[src/hdl/afcp_pkg.sv]
`default_nettype none

package afcp_pkg;

    // Frame limits
    localparam int FRAME_BYTES = 32;
    localparam int CNT_W       = $clog2(FRAME_BYTES);
    localparam int NUM_FIELDS  = 4;

    // Field widths
    localparam int BYTE_W = 8;
    localparam int ACC_W  = 16;
    localparam int VAL_W  = 12;
    localparam int FLD_W  = 3;

    // Character codes
    localparam logic [BYTE_W-1:0] CH_START = 8'h40;
    localparam logic [BYTE_W-1:0] CH_LF    = 8'h0A;
    localparam logic [BYTE_W-1:0] CH_CR    = 8'h0D;
    localparam logic [BYTE_W-1:0] CH_COMMA = 8'h2C;
    localparam logic [BYTE_W-1:0] CH_ZERO  = 8'h30;
    localparam logic [BYTE_W-1:0] CH_NINE  = 8'h39;

    localparam logic [VAL_W-1:0] VAL_MAX = 12'd4095;

    // One result transaction
    typedef struct packed {
        logic [VAL_W-1:0] channel_a;
        logic [VAL_W-1:0] channel_b;
        logic [VAL_W-1:0] channel_c;
        logic [VAL_W-1:0] channel_d;
    } t_result;

    // Clamp an accumulated value to the channel range
    function automatic logic [VAL_W-1:0] clamp_value(input logic [ACC_W-1:0] v);
        logic [VAL_W-1:0] r;
        if (v > ACC_W'(VAL_MAX)) begin
            r = VAL_MAX;
        end else begin
            r = v[VAL_W-1:0];
        end
        return r;
    endfunction

endpackage

`default_nettype wire

[src/hdl/afcp_if.sv]
`default_nettype none

// Received byte channel
interface afcp_rx_if;
    import afcp_pkg::*;
    logic              valid;
    logic              ready;
    logic [BYTE_W-1:0] rx_byte;

    modport source (output valid, output rx_byte, input ready);
    modport sink   (input valid, input rx_byte, output ready);
endinterface

// Parsed command channel
interface afcp_res_if;
    import afcp_pkg::*;
    logic             valid;
    logic             ready;
    logic [VAL_W-1:0] channel_a;
    logic [VAL_W-1:0] channel_b;
    logic [VAL_W-1:0] channel_c;
    logic [VAL_W-1:0] channel_d;

    modport source (output valid, output channel_a, output channel_b,
                    output channel_c, output channel_d, input ready);
    modport sink   (input valid, input channel_a, input channel_b,
                    input channel_c, input channel_d, output ready);
endinterface

`default_nettype wire

[src/hdl/ascii_four_field_command_parser_core.sv]
`default_nettype none

// Parser for ASCII command frames "@a,b,c,d" ended by LF. Bytes arrive on i_rx,
// one transaction per cycle while results are taken; each byte passes an input
// register and its outcome lands in the result register, so o_res.valid rises
// once its LF has passed both. Bytes before '@' are ignored, a frame whose
// 32nd byte after '@' is not LF is dropped, and a result is given only when
// at least four comma-separated fields were seen; the first four are kept,
// each wrapped at 16 bits and then clamped to 4095. i_rx.ready follows
// o_res.ready in the same cycle while a result is waiting and a byte is held;
// a stalled result stalls parsing one byte later.
module ascii_four_field_command_parser_core (
    input  wire logic   i_clk,
    input  wire logic   i_rst_n,
    afcp_rx_if.sink     i_rx,
    afcp_res_if.source  o_res
);
    import afcp_pkg::*;

    logic    res_load;
    logic    out_free;
    t_result res;

    afcp_parser u_parser (
        .i_clk      (i_clk),
        .i_rst_n    (i_rst_n),
        .i_rx_valid (i_rx.valid),
        .i_rx_byte  (i_rx.rx_byte),
        .o_rx_ready (i_rx.ready),
        .i_out_free (out_free),
        .o_res_load (res_load),
        .o_res      (res)
    );

    afcp_out_reg u_out_reg (
        .i_clk   (i_clk),
        .i_rst_n (i_rst_n),
        .i_load  (res_load),
        .i_res   (res),
        .o_free  (out_free),
        .o_res   (o_res)
    );

    // A result is produced only when the result register can take it
    a_load_when_free: assert property (@(posedge i_clk) disable iff (!i_rst_n)
        res_load |-> out_free)
        else $error("result produced while result register is stalled");

    // A taken result with nothing new behind it empties the register
    a_drain: assert property (@(posedge i_clk) disable iff (!i_rst_n)
        (o_res.valid && o_res.ready && !res_load) |=> !o_res.valid)
        else $error("result repeated after being taken");

    // A new result always shows up in the next cycle
    a_load_shows: assert property (@(posedge i_clk) disable iff (!i_rst_n)
        res_load |=> o_res.valid)
        else $error("produced result lost");

endmodule

`default_nettype wire

[src/hdl/afcp_parser.sv]
`default_nettype none

module afcp_parser (
    input  wire logic                   i_clk,
    input  wire logic                   i_rst_n,
    input  wire logic                   i_rx_valid,
    input  wire logic [afcp_pkg::BYTE_W-1:0] i_rx_byte,
    output logic                        o_rx_ready,
    input  wire logic                   i_out_free,
    output logic                        o_res_load,
    output afcp_pkg::t_result           o_res
);
    import afcp_pkg::*;

    logic              r_in_valid;
    logic [BYTE_W-1:0] r_in_byte;

    logic              r_in_frame, n_in_frame;
    logic [CNT_W-1:0]  r_count,    n_count;
    logic [FLD_W-1:0]  r_fields,   n_fields;
    logic [ACC_W-1:0]  r_acc,      n_acc;
    logic              r_dseen,    n_dseen;
    logic [VAL_W-1:0]  r_store [NUM_FIELDS];
    logic [VAL_W-1:0]  n_store [NUM_FIELDS];

    logic advance;
    logic accept;
    logic found;

    // Advance the held byte when the result register can take its outcome
    assign advance    = r_in_valid && i_out_free;
    assign o_rx_ready = !r_in_valid || advance;
    assign accept     = i_rx_valid && o_rx_ready;

    // Parse one byte against the frame state
    always_comb begin
        n_in_frame = r_in_frame;
        n_count    = r_count;
        n_fields   = r_fields;
        n_acc      = r_acc;
        n_dseen    = r_dseen;
        n_store    = r_store;
        found      = 1'b0;

        if (advance) begin
            if (!r_in_frame) begin
                if (r_in_byte == CH_START) begin
                    n_in_frame = 1'b1;
                    n_count    = '0;
                    n_fields   = '0;
                    n_acc      = '0;
                    n_dseen    = 1'b0;
                end
            end else if (r_in_byte == CH_LF) begin
                // close a pending field, report only a full set of four
                n_in_frame = 1'b0;
                if (r_dseen && r_fields < FLD_W'(NUM_FIELDS)) begin
                    n_store[r_fields[1:0]] = clamp_value(r_acc);
                    n_fields               = r_fields + FLD_W'(1);
                end
                found = (n_fields == FLD_W'(NUM_FIELDS));
            end else if (r_count >= CNT_W'(FRAME_BYTES - 1)) begin
                // drop an overlong frame
                n_in_frame = 1'b0;
            end else begin
                n_count = r_count + CNT_W'(1);
                if (r_in_byte inside {[CH_ZERO:CH_NINE]}) begin
                    n_acc   = {r_acc[ACC_W-4:0], 3'b000} + {r_acc[ACC_W-2:0], 1'b0}
                            + {{(ACC_W-4){1'b0}}, r_in_byte[3:0]};
                    n_dseen = 1'b1;
                end else if (r_in_byte == CH_COMMA) begin
                    if (r_fields < FLD_W'(NUM_FIELDS)) begin
                        n_store[r_fields[1:0]] = clamp_value(r_acc);
                        n_fields               = r_fields + FLD_W'(1);
                    end
                    n_acc   = '0;
                    n_dseen = 1'b0;
                end
            end
        end
    end

    assign o_res_load     = found;
    assign o_res.channel_a = n_store[0];
    assign o_res.channel_b = n_store[1];
    assign o_res.channel_c = n_store[2];
    assign o_res.channel_d = n_store[3];

    // Hold the input byte and the frame state
    always_ff @(posedge i_clk) begin
        if (!i_rst_n) begin
            r_in_valid <= 1'b0;
            r_in_frame <= 1'b0;
            r_count    <= '0;
            r_fields   <= '0;
            r_acc      <= '0;
            r_dseen    <= 1'b0;
        end else begin
            if (accept) begin
                r_in_valid <= 1'b1;
            end else if (advance) begin
                r_in_valid <= 1'b0;
            end
            r_in_frame <= n_in_frame;
            r_count    <= n_count;
            r_fields   <= n_fields;
            r_acc      <= n_acc;
            r_dseen    <= n_dseen;
        end
    end

    // Payload registers carry no reset
    always_ff @(posedge i_clk) begin
        if (accept) begin
            r_in_byte <= i_rx_byte;
        end
        r_store <= n_store;
    end

endmodule

`default_nettype wire

[src/hdl/afcp_out_reg.sv]
`default_nettype none

module afcp_out_reg (
    input  wire logic              i_clk,
    input  wire logic              i_rst_n,
    input  wire logic              i_load,
    input  wire afcp_pkg::t_result i_res,
    output logic                   o_free,
    afcp_res_if.source             o_res
);
    import afcp_pkg::*;

    logic    r_valid;
    t_result r_data;

    // Free when empty or when the held transaction leaves this cycle
    assign o_free = !r_valid || o_res.ready;

    // Hold the result until the sink takes it
    always_ff @(posedge i_clk) begin
        if (!i_rst_n) begin
            r_valid <= 1'b0;
        end else if (i_load) begin
            r_valid <= 1'b1;
        end else if (o_res.ready) begin
            r_valid <= 1'b0;
        end
    end

    always_ff @(posedge i_clk) begin
        if (i_load) begin
            r_data <= i_res;
        end
    end

    assign o_res.valid     = r_valid;
    assign o_res.channel_a = r_data.channel_a;
    assign o_res.channel_b = r_data.channel_b;
    assign o_res.channel_c = r_data.channel_c;
    assign o_res.channel_d = r_data.channel_d;

endmodule

`default_nettype wire

[src/flat_wrapper.sv]
// flat-port wrapper written by rule: the top's interface ports become plain ports
module ascii_four_field_command_parser_core_flat import afcp_pkg::*;
  (i_clk, i_rst_n, i_rx_valid, i_rx_rx_byte, i_rx_ready, o_res_valid, o_res_channel_a, o_res_channel_b, o_res_channel_c, o_res_channel_d, o_res_ready);
  afcp_rx_if i_rx_i ();
  afcp_res_if o_res_i ();
  input  wire logic i_clk;
  input  wire logic i_rst_n;
  input wire logic [$bits(i_rx_i.valid)-1:0] i_rx_valid;
  input wire logic [$bits(i_rx_i.rx_byte)-1:0] i_rx_rx_byte;
  output wire logic [$bits(i_rx_i.ready)-1:0] i_rx_ready;
  output wire logic [$bits(o_res_i.valid)-1:0] o_res_valid;
  output wire logic [$bits(o_res_i.channel_a)-1:0] o_res_channel_a;
  output wire logic [$bits(o_res_i.channel_b)-1:0] o_res_channel_b;
  output wire logic [$bits(o_res_i.channel_c)-1:0] o_res_channel_c;
  output wire logic [$bits(o_res_i.channel_d)-1:0] o_res_channel_d;
  input wire logic [$bits(o_res_i.ready)-1:0] o_res_ready;
  assign i_rx_i.valid = i_rx_valid;
  assign i_rx_i.rx_byte = i_rx_rx_byte;
  assign i_rx_ready = i_rx_i.ready;
  assign o_res_valid = o_res_i.valid;
  assign o_res_channel_a = o_res_i.channel_a;
  assign o_res_channel_b = o_res_i.channel_b;
  assign o_res_channel_c = o_res_i.channel_c;
  assign o_res_channel_d = o_res_i.channel_d;
  assign o_res_i.ready = o_res_ready;
  ascii_four_field_command_parser_core u_core (.i_clk(i_clk), .i_rst_n(i_rst_n), .i_rx(i_rx_i), .o_res(o_res_i));
endmodule
[config.mk]
export PLATFORM = sky130hd
export DESIGN_NAME = ascii_four_field_command_parser_core_flat
export DESIGN_NICKNAME = d
export VERILOG_FILES = /design/src/hdl/afcp_pkg.sv /design/src/hdl/afcp_if.sv /design/src/hdl/ascii_four_field_command_parser_core.sv /design/src/hdl/afcp_parser.sv /design/src/hdl/afcp_out_reg.sv /design/src/flat_wrapper.sv
export SDC_FILE = /design/constraint.sdc
export NUM_CORES = 1
export LEC_CHECK = 0
export CORE_ASPECT_RATIO = 1.2
export CORE_UTILIZATION = 55
export DETAILED_ROUTE_END_ITERATION = 8
export DONT_BUFFER_PORTS = 1
export PLACE_DENSITY = 0.67
export SETUP_SLACK_MARGIN = 0.2
export SYNTH_ARGS = -nofsm -noshare
export SYNTH_HDL_FRONTEND = slang
export SYNTH_SLANG_ARGS = --single-unit
[constraint.sdc]
create_clock -name i_clk -period 9.7 [get_ports i_clk]
set_input_delay 2.91 -clock i_clk [delete_from_list [all_inputs] [get_ports i_clk]]
set_output_delay 2.91 -clock i_clk [all_outputs]
set_load 0.01 [all_outputs]
-- After elaboration in Yosys (flattened, before gate mapping)
Index checks and enable logic that the tools add are counted.
- ROM bits: 0
- output and inout bits: 50
- RAM bits: 0
- memories: 0
- latch bits: 0
- input port bits: 12
- register bits: 132
- bitwise logic cells: 1
- $add $sub $neg: 4
- shifts and indexed selects: 0
- reduce and logical (&&, ||, !) cells: 15
- $mul: 0
- magnitude comparators: 7
- equal/unequal tests: 11
- divide/modulo/power cells: 0
- mux-type cells: 62
- operators by type and width (cell ; count):
    48-bit 2-to-1 mux ; 8
    12-bit 2-to-1 mux ; 13
    48-bit bitwise mux ; 2
    16-bit 2-to-1 mux ; 6
    3-bit 2-to-1 mux ; 11
    12-bit demux with 2-bit select ; 1
    5-bit 2-to-1 mux ; 4
    1-bit 2-to-1 mux ; 17
    16-bit adder ; 1
    16-bit by 4-bit adder with 16-bit output ; 1
    16-bit by 12-bit greater-than comparator with 1-bit output, second input constant ; 1
    3-bit by 1-bit inequality test with 1-bit output, second input constant ; 3
    8-bit by 4-bit equality test with 1-bit output, second input constant ; 1
    8-bit by 6-bit equality test with 1-bit output, second input constant ; 1
    8-bit by 7-bit equality test with 1-bit output, second input constant ; 1
    8-bit by 6-bit greater-or-equal comparator with 1-bit output, second input constant ; 1
    8-bit by 6-bit <= comparator with 1-bit output, second input constant ; 1
    3-bit inequality test, second input constant ; 2
    6-bit AND reduction ; 1
    2-bit nonzero test ; 3
    5-bit by 1-bit adder with 5-bit output, second input constant ; 1
    5-bit greater-or-equal comparator, second input constant ; 1
    1-bit logical AND ; 5
    5-bit AND reduction ; 1
    other kinds (10) ; 13

-- Depth between registers and ports, before layout
Gate-level depths: netlist of run 1.
- word-level depth: 17
- gate-level depth with buffers: 10
- mapped depth without buffers: 10

-- Cells and area by module
A second synthesis of run 1 with hierarchy kept.
- cells, all modules: 469
- area, all modules: 5326.4 um^2
- by module, submodules not included (module ; cells an instance ; area an instance (um^2) ; times used):
    afcp_parser ; 417 ; 3836.2 ; 1
    afcp_out_reg ; 52 ; 1490.2 ; 1

-- Worst setup path before layout of run 1
OpenSTA, ideal clock, no wires.
- path kind: input to register
- from: in o_res_ready
- to: reg u_core.u_out_reg.r_data, in the netlist u_core.u_out_reg.o_res.channel_a[0] (enable)
- setup slack: 1112 ps
- data required time: 9124 ps
- arrival: 8012 ps
- library setup time: 576 ps
- cell stages on the path: 3
- cells stage by stage: nand2b_1 > nand3_1 > nor4_1
- cells in the longest elaborated chain, start to end: 3
- ends and longest elaborated chain (what ; line ; RTL):
    from (decl) ; flat_wrapper.sv:16 ; input wire logic [$bits(o_res_i.ready)-1:0] o_res_ready;
    1-bit logical OR ; afcp_out_reg.sv:17 ; assign o_free = !r_valid || o_res.ready;
    1-bit logical AND ; afcp_parser.sv:31 ; assign advance = r_in_valid && i_out_free;
    1-bit 2-to-1 mux ; afcp_parser.sv:45 ; if (advance) begin
    net u_core.res_load ; ascii_four_field_command_parser_core.sv:20 ; logic res_load;
    to (signal assigned) ; afcp_out_reg.sv:32 ; r_data <= i_res;
    to (decl) ; afcp_out_reg.sv:14 ; t_result r_data;
The timed path passes the listed nets, and every way through them passes these cells.
A chain may end at the register's enable or synchronous reset.

-- Final worst setup path of run 1
- from: in o_res_ready
- to: out i_rx_ready
- cells in the longest elaborated chain, start to end: 3
- ends and longest elaborated chain (what ; line ; RTL):
    1-bit logical OR ; afcp_out_reg.sv:17 ;
    1-bit logical AND ; afcp_parser.sv:31 ;
    1-bit logical OR ; afcp_parser.sv:32 ; assign o_rx_ready = !r_in_valid || advance;
    to (decl) ; flat_wrapper.sv:10 ; output wire logic [$bits(i_rx_i.ready)-1:0] i_rx_ready;
No other way between the ends.

==> results of run 1 <==
==> cells in the mapped netlist, drive strengths merged (3+ instances only) <==
cell,instances,area share (%)
a31oi,4,0.83
nor2,16,1.1
o21a,4,0.54
dfxtp,76,27
clkbuf,4,0.27
a21o,5,0.68
a21oi,15,1.6
nor4,4,0.68
a211oi,4,0.54
a2111oi,3,0.47
o21ai,15,1.4
buf,5,1.0
and3,7,0.81
a22oi,4,0.54
ha,32,7.2
or3,3,0.34
nor3,7,0.72
nand2,29,2.2
nand3,7,0.63
edfxtp,56,30
inv,9,0.61
nand4,6,0.68
xor2,6,0.95
and2,4,0.45
a22o,4,0.63
nand2b,16,1.8
mux2,49,9.9
xnor2,7,1.1
o211ai,3,0.41
==> routing by layer <==
metal,global-route usage (%),part of all wire [%]
met1,25.9,45
met5,0,0
met4,8.00,1.6
met3,6.84,4.2
met2,33.3,49
==> where the power goes <==
group / internal, mW / switching (mW) / leakage (nW) / total (mW)
Sequential: 0.578 / 0.00319 / 1.25 / 0.582
Combinational: 0.00265 / 0.00554 / 1.12 / 0.00818
Clock: 0.328 / 0.241 / 0.253 / 0.569
==> sequential cells by signal, summed over array words and instances, names as in the netlist <==
signal / cells
u_core.u_parser.r_in_valid: 1
u_core.u_parser.r_in_frame: 1
u_core.u_parser.r_fields: 3
u_core.u_parser.r_dseen: 1
u_core.u_out_reg.o_res.channel_c: 12
u_core.u_out_reg.o_res.channel_a: 12
u_core.u_parser.r_in_byte: 8
u_core.u_out_reg.o_res.channel_b: 12
u_core.u_parser.r_count: 5
u_core.u_out_reg.o_res.channel_d: 12
u_core.u_out_reg.o_res.valid: 1
u_core.u_parser.r_acc: 16
u_core.u_parser.r_store: 48
==> kinds of logic after synthesis <==
logic type               Yosys count
AND/OR/NAND/NOR                  110
multiplexers                      49
XOR/XNOR                          13
flip-flops                       132
buffers and inverters             19
AO/OA/AOI/OAI                     72
adder cells (fa/ha/maj)           34
==> cell usage in the layout, fill, tap and decap left out, types with 7 or more instances in the layout <==
cell type and instances:
nand3_1 7, o21ai_0 15, clkbuf_16 17, nor2_1 16, nand2b_1 15, nand2_1 24, xnor2_1 7, inv_1 9
a21oi_1 14, edfxtp_1 56, dfxtp_1 76, mux2_2 45, ha_1 32
==> path summary, 6_finish.rpt <==
path	startpoint	end	slack (ns)	cells after the start
hold reg to reg	u_core.u_parser.r_dseen$_SDFFE_PN0P_	u_core.u_parser.r_dseen$_SDFFE_PN0P_	0.45	2
hold / removal	u_core.u_parser.r_dseen$_SDFFE_PN0P_	u_core.u_parser.r_dseen$_SDFFE_PN0P_	0.45	2
setup reg to reg	u_core.u_parser.r_in_byte[3]$_DFFE_PP_	u_core.u_parser.r_acc[14]$_SDFFE_PN0P_	6.74	10
setup / recovery	o_res_ready	i_rx_ready	3.58	2
==> worst min-delay path, delay by kind of cell, from the launching register on <==
family | cells | cell delay (ns)
simple gates | 2 | 0.09
flops | 1 | 0.32
==> layout make-up <==
cell class	instances	area, um^2
Clock inverter	14	106
Inverter	10	37.5
Clock buffer	18	429
Multi-Input combinational cell	278	2250
Tap cell	123	154
Timing Repair Buffer	1	7.51
Fill cell	730	3480
Sequential cell	132	3200
==> metrics by stage <==
step                worst slack (ns)  std cells  hold slack [ns]  power (mW)
finish                          3.58        576            0.454        1.16
global route                    3.51        576            0.481        1.19
CTS                             3.57        576            0.455        1.17
detailed placement              3.57        544            0.448       0.602
global placement                3.59        544            0.444       0.601
floorplan                       1.11        429            0.432       0.600
==> impl_metrics.json, run 1 <==
{
  "path_class": "in2out",
  "critPathArrivalTime_ns": 3.21,
  "status": "completed",
  "cp_cell_sequence": "nor2b_1 -> nand2_1",
  "dr.first_iter.drc_count": 114,
  "design.core.area_um2": 9660,
  "critPathTopFamily": "simple AND/OR/NAND/NOR gates",
  "yosys.area_share.simple_pct": 11.1,
  "grt_max_degree": 49,
  "worst_pin_slew_ns": 1.19,
  "cp-end-kind": "primary output",
  "finalSetupViolCount": 0,
  "die_h_um": 112,
  "synth.distinct_cells": 56,
  "synth_nets": 475,
  "die_area_um2": 10500,
  "ys.flop_type": "dfxtp_1",
  "cts_tree": "done",
  "rsz0062_at_grt": "false",
  "maxSlewHeadroom_pct": 19.7,
  "required_ns": 6.79,
  "finalCriticalPeriod_ns": 6.12,
  "irDropWorstVdd_mv": 0.113,
  "clock-root-buffer": "clkbuf_16",
  "synth_adder_area_share_pct": 7.94,
  "n_antenna_cell": 0,
  "portBuffers": 0,
  "p_leak_nw": 2.63,
  "cts_resized": 0,
  "drive_gt1_share_pct": 20.5,
  "vias_per_cell": 5.76,
  "worstPathMaxFanout": 3,
  "fmax_ghz": 0.163,
  "drtPass1Iterations": 7,
  "grt_first_pass_wirelength_um": 16300,
  "postCtsSetupRepairBufs": 0,
  "ys_ff_latch": 132,
  "hold_buffers": 0,
  "synthToLayoutAreaGrowth_pct": 11.5,
  "hpwl_um": 6760,
  "placed_cell_area_um2": 5650,
  "ios": 62,
  "finalHoldViolations": 0,
  "synth_edf_count": 56,
  "clkSinkCount": 132,
  "period_share_pct": 63.1,
  "critical_path_buf_inv_count": 0,
  "netlist_area_um2": 5550,
  "power_density_nw_per_um2": 187,
  "std_cell_rows": 39,
  "syn_avg_cell_area_um2": 12.9,
  "numCtsBuffers": 17,
  "async_flop_share_pct": 0,
  "fin_area_um2": 6190,
  "critPathSlowestCell": "nor2b_1",
  "grt_pass1_vias": 3292,
  "die_w_um": 93.7,
  "wl_per_cell_um": 17.2,
  "synth_compound_area_share_pct": 9.22,
  "synth_top_family_by_area": "simple AND/OR/NAND/NOR gates",
  "start_util_pct": 57.4,
  "slowest_delay_ns": 0.16,
  "path_clk_slew_ns": 0.05,
  "min_path_type": "reg2reg",
  "wirelength_um": 9890,
  "yosysSeqAreaShare_pct": 57.7,
  "synthMuxAreaShare_pct": 9.95,
  "cts_buffer_depth": 2,
  "setup_tns_ns": 0,
  "slew_violations": 0,
  "postLayoutCoreUtil_pct": 64.0,
  "antenna_left": 0,
  "synthCells": 429,
  "drv_cap": 0,
  "clk_latency_ns": 0.42,
  "ys.warnings.count": 0,
  "grt-ovfl-total": 0,
  "start_kind": "input pin",
  "nets": 486,
  "synth_xor_area_share_pct": 2.05,
  "grt_usage_pct": 20.8,
  "finalClockSkew_ns": 0.00816,
  "antenna_found_initial": 0,
  "routed-via-count": 3318,
  "gp_congestion": 0.819,
  "htreeDepth": 4,
  "post-route-drc-count": 0
}
(Power assumes the default switching activity.)
==> run 2: changes to the inputs <==
Clock period 9.7 ns to 6.4 ns, I/O delays scaled along.
==> impl_metrics.json, run 2 (synthesized netlist as in run 1, its figures left out) <==
{
  "postLayoutCoreUtil_pct": 65.1,
  "finalCriticalPeriod_ns": 4.14,
  "grt-ovfl-total": 0,
  "hold_start": "u_core.u_parser.r_dseen$_SDFFE_PN0P_",
  "final_cell_mix": "76 x dfxtp_1, 56 x edfxtp_1, 45 x mux2_2",
  "drtPass1Iterations": 4,
  "cp_cell_sequence": "nor2b_1 -> nand2_1",
  "path_class": "in2out",
  "largest_register": "u_core.u_parser.r_store",
  "reg_top3": "u_core.u_parser.r_store: 48 flops, u_core.u_parser.r_acc: 16 flops",
  "drive_gt1_share_pct": 20.3,
  "die_h_um": 112,
  "critical_path_buf_inv_count": 0,
  "wirelength_um": 10000,
  "setup_tns_ns": 0,
  "min_path_type": "reg2reg",
  "critPathSlowestCell": "nor2b_1",
  "ios": 62,
  "dr.first_iter.drc_count": 120,
  "irDropWorstVdd_mv": 0.165,
  "cts_resized": 0,
  "critPathTopFamily": "simple AND/OR/NAND/NOR gates",
  "required_ns": 4.48,
  "die_area_um2": 10500,
  "std_cell_rows": 39,
  "portBuffers": 0,
  "hpwl_um": 6800,
  "cp-startpoint": "o_res_ready",
  "p_leak_nw": 2.68,
  "start_kind": "input pin",
  "wl_per_cell_um": 17.4,
  "reg2reg_from": "u_core.u_parser.r_in_byte[3]$_DFFE_PP_",
  "hold_buffers": 0,
  "antenna_left": 0,
  "htreeDepth": 4,
  "reg2regPathDepth": 10,
  "crit_cells": 2,
  "clock-root-buffer": "clkbuf_16",
  "worst_pin_slew_ns": 1.11,
  "worstPathMaxFanout": 3,
  "n_antenna_cell": 0,
  "cts_buffer_depth": 2,
  "grt_usage_pct": 21.0,
  "clkSinkCount": 132,
  "grt_pass1_vias": 3349,
  "power_density_nw_per_um2": 304,
  "holdPathStages": 2,
  "gp_congestion": 0.826,
  "postCtsSetupRepairBufs": 0,
  "grt_max_degree": 50,
  "finalHoldViolations": 0,
  "p_total_mw": 1.92,
  "fmax_ghz": 0.241,
  "post-route-drc-count": 0,
  "synthToLayoutAreaGrowth_pct": 13.4,
  "nets": 486,
  "design.core.area_um2": 9660,
  "slowest_delay_ns": 0.17,
  "numCtsBuffers": 17,
  "antenna_found_initial": 0,
  "final_common_cell": "dfxtp_1",
  "maxSlewHeadroom_pct": 25.6,
  "finalSetupViolCount": 0,
  "routed-via-count": 3342,
  "cp-end-kind": "primary output",
  "period_share_pct": 64.8,
  "start_util_pct": 57.4,
  "path_clk_slew_ns": 0.05,
  "die_w_um": 93.7,
  "finalClockSkew_ns": 0.0163,
  "clk_latency_ns": 0.41,
  "grt_first_pass_wirelength_um": 16700,
  "critPathArrivalTime_ns": 2.22,
  "largest_reg_flops": 48,
  "rsz0062_at_grt": "false",
  "drv_cap": 0,
  "vias_per_cell": 5.80,
  "holdWs_ns": 0.465,
  "cts_tree": "done",
  "slew_violations": 0,
  "status": "completed"
}
-- run 2: cell count changes in the layout (fill, tap and decap cells not counted) --
| cell | delta |
|---|---|
| clkbuf_1 | +1 |
| clkinv_2 | -2 |
| inv_6 | -3 |
| nor4_2 | -1 |
| inv_4 | +1 |
| nor4_4 | +1 |
| bufinv_16 | +4 |
| clkinvlp_4 | -3 |
| clkbuf_8 | +2 |
-- run 2: report_power, final --
part	switching, mW	internal (mW)	leakage [nW]
Sequential	0.00474	0.877	1.25
Clock	0.346	0.675	0.308
Combinational	0.00831	0.00404	1.12
Total	0.359	1.56	2.68
-- run 2: path summary, 6_finish.rpt --
kind,end,slack [ns]
setup / recovery,i_rx_ready,2.26
hold reg to reg,u_core.u_parser.r_dseen$_SDFFE_PN0P_,0.46
hold / removal,u_core.u_parser.r_dseen$_SDFFE_PN0P_,0.46
setup reg to reg,u_core.u_parser.r_acc[14]$_SDFFE_PN0P_,3.44
-- run 2: layer usage --
| layer | track usage, % | share of wire, % | vias up |
|---|---|---|---|
| li1 | - | - | 1627 |
| met1 | 26.6 | 47 | 1633 |
| met2 | 33.9 | 49 | 74 |
| met3 | 6.71 | 2.9 | 8 |
| met4 | 6.77 | 0.87 | 0 |
| met5 | 0 | 0 | - |
-- run 2: stage by stage --
stage / cells / area, um^2 / setup WS (ns)
floorplan: 429 / 5550 / 0.838
global placement: 544 / 5660 / 2.27
detailed placement: 544 / 5660 / 2.26
CTS: 576 / 6290 / 2.25
global route: 576 / 6290 / 2.15
finish: 576 / 6290 / 2.26
-- run 2: layout make-up --
cell class	count	area [um^2]
clock buffer	21	460
clock inverter	11	174
fill	718	3370
inverter	10	37.5
multi-input combinational	278	2260
sequential	132	3200
tap	123	154
timing repair buffer	1	7.51
-- run 2: worst min-delay path, cell delays in order, from the launching register on --
cell	delay (ns)
dfxtp_1	0.32
nand2_1	0.06
nand2_1	0.04
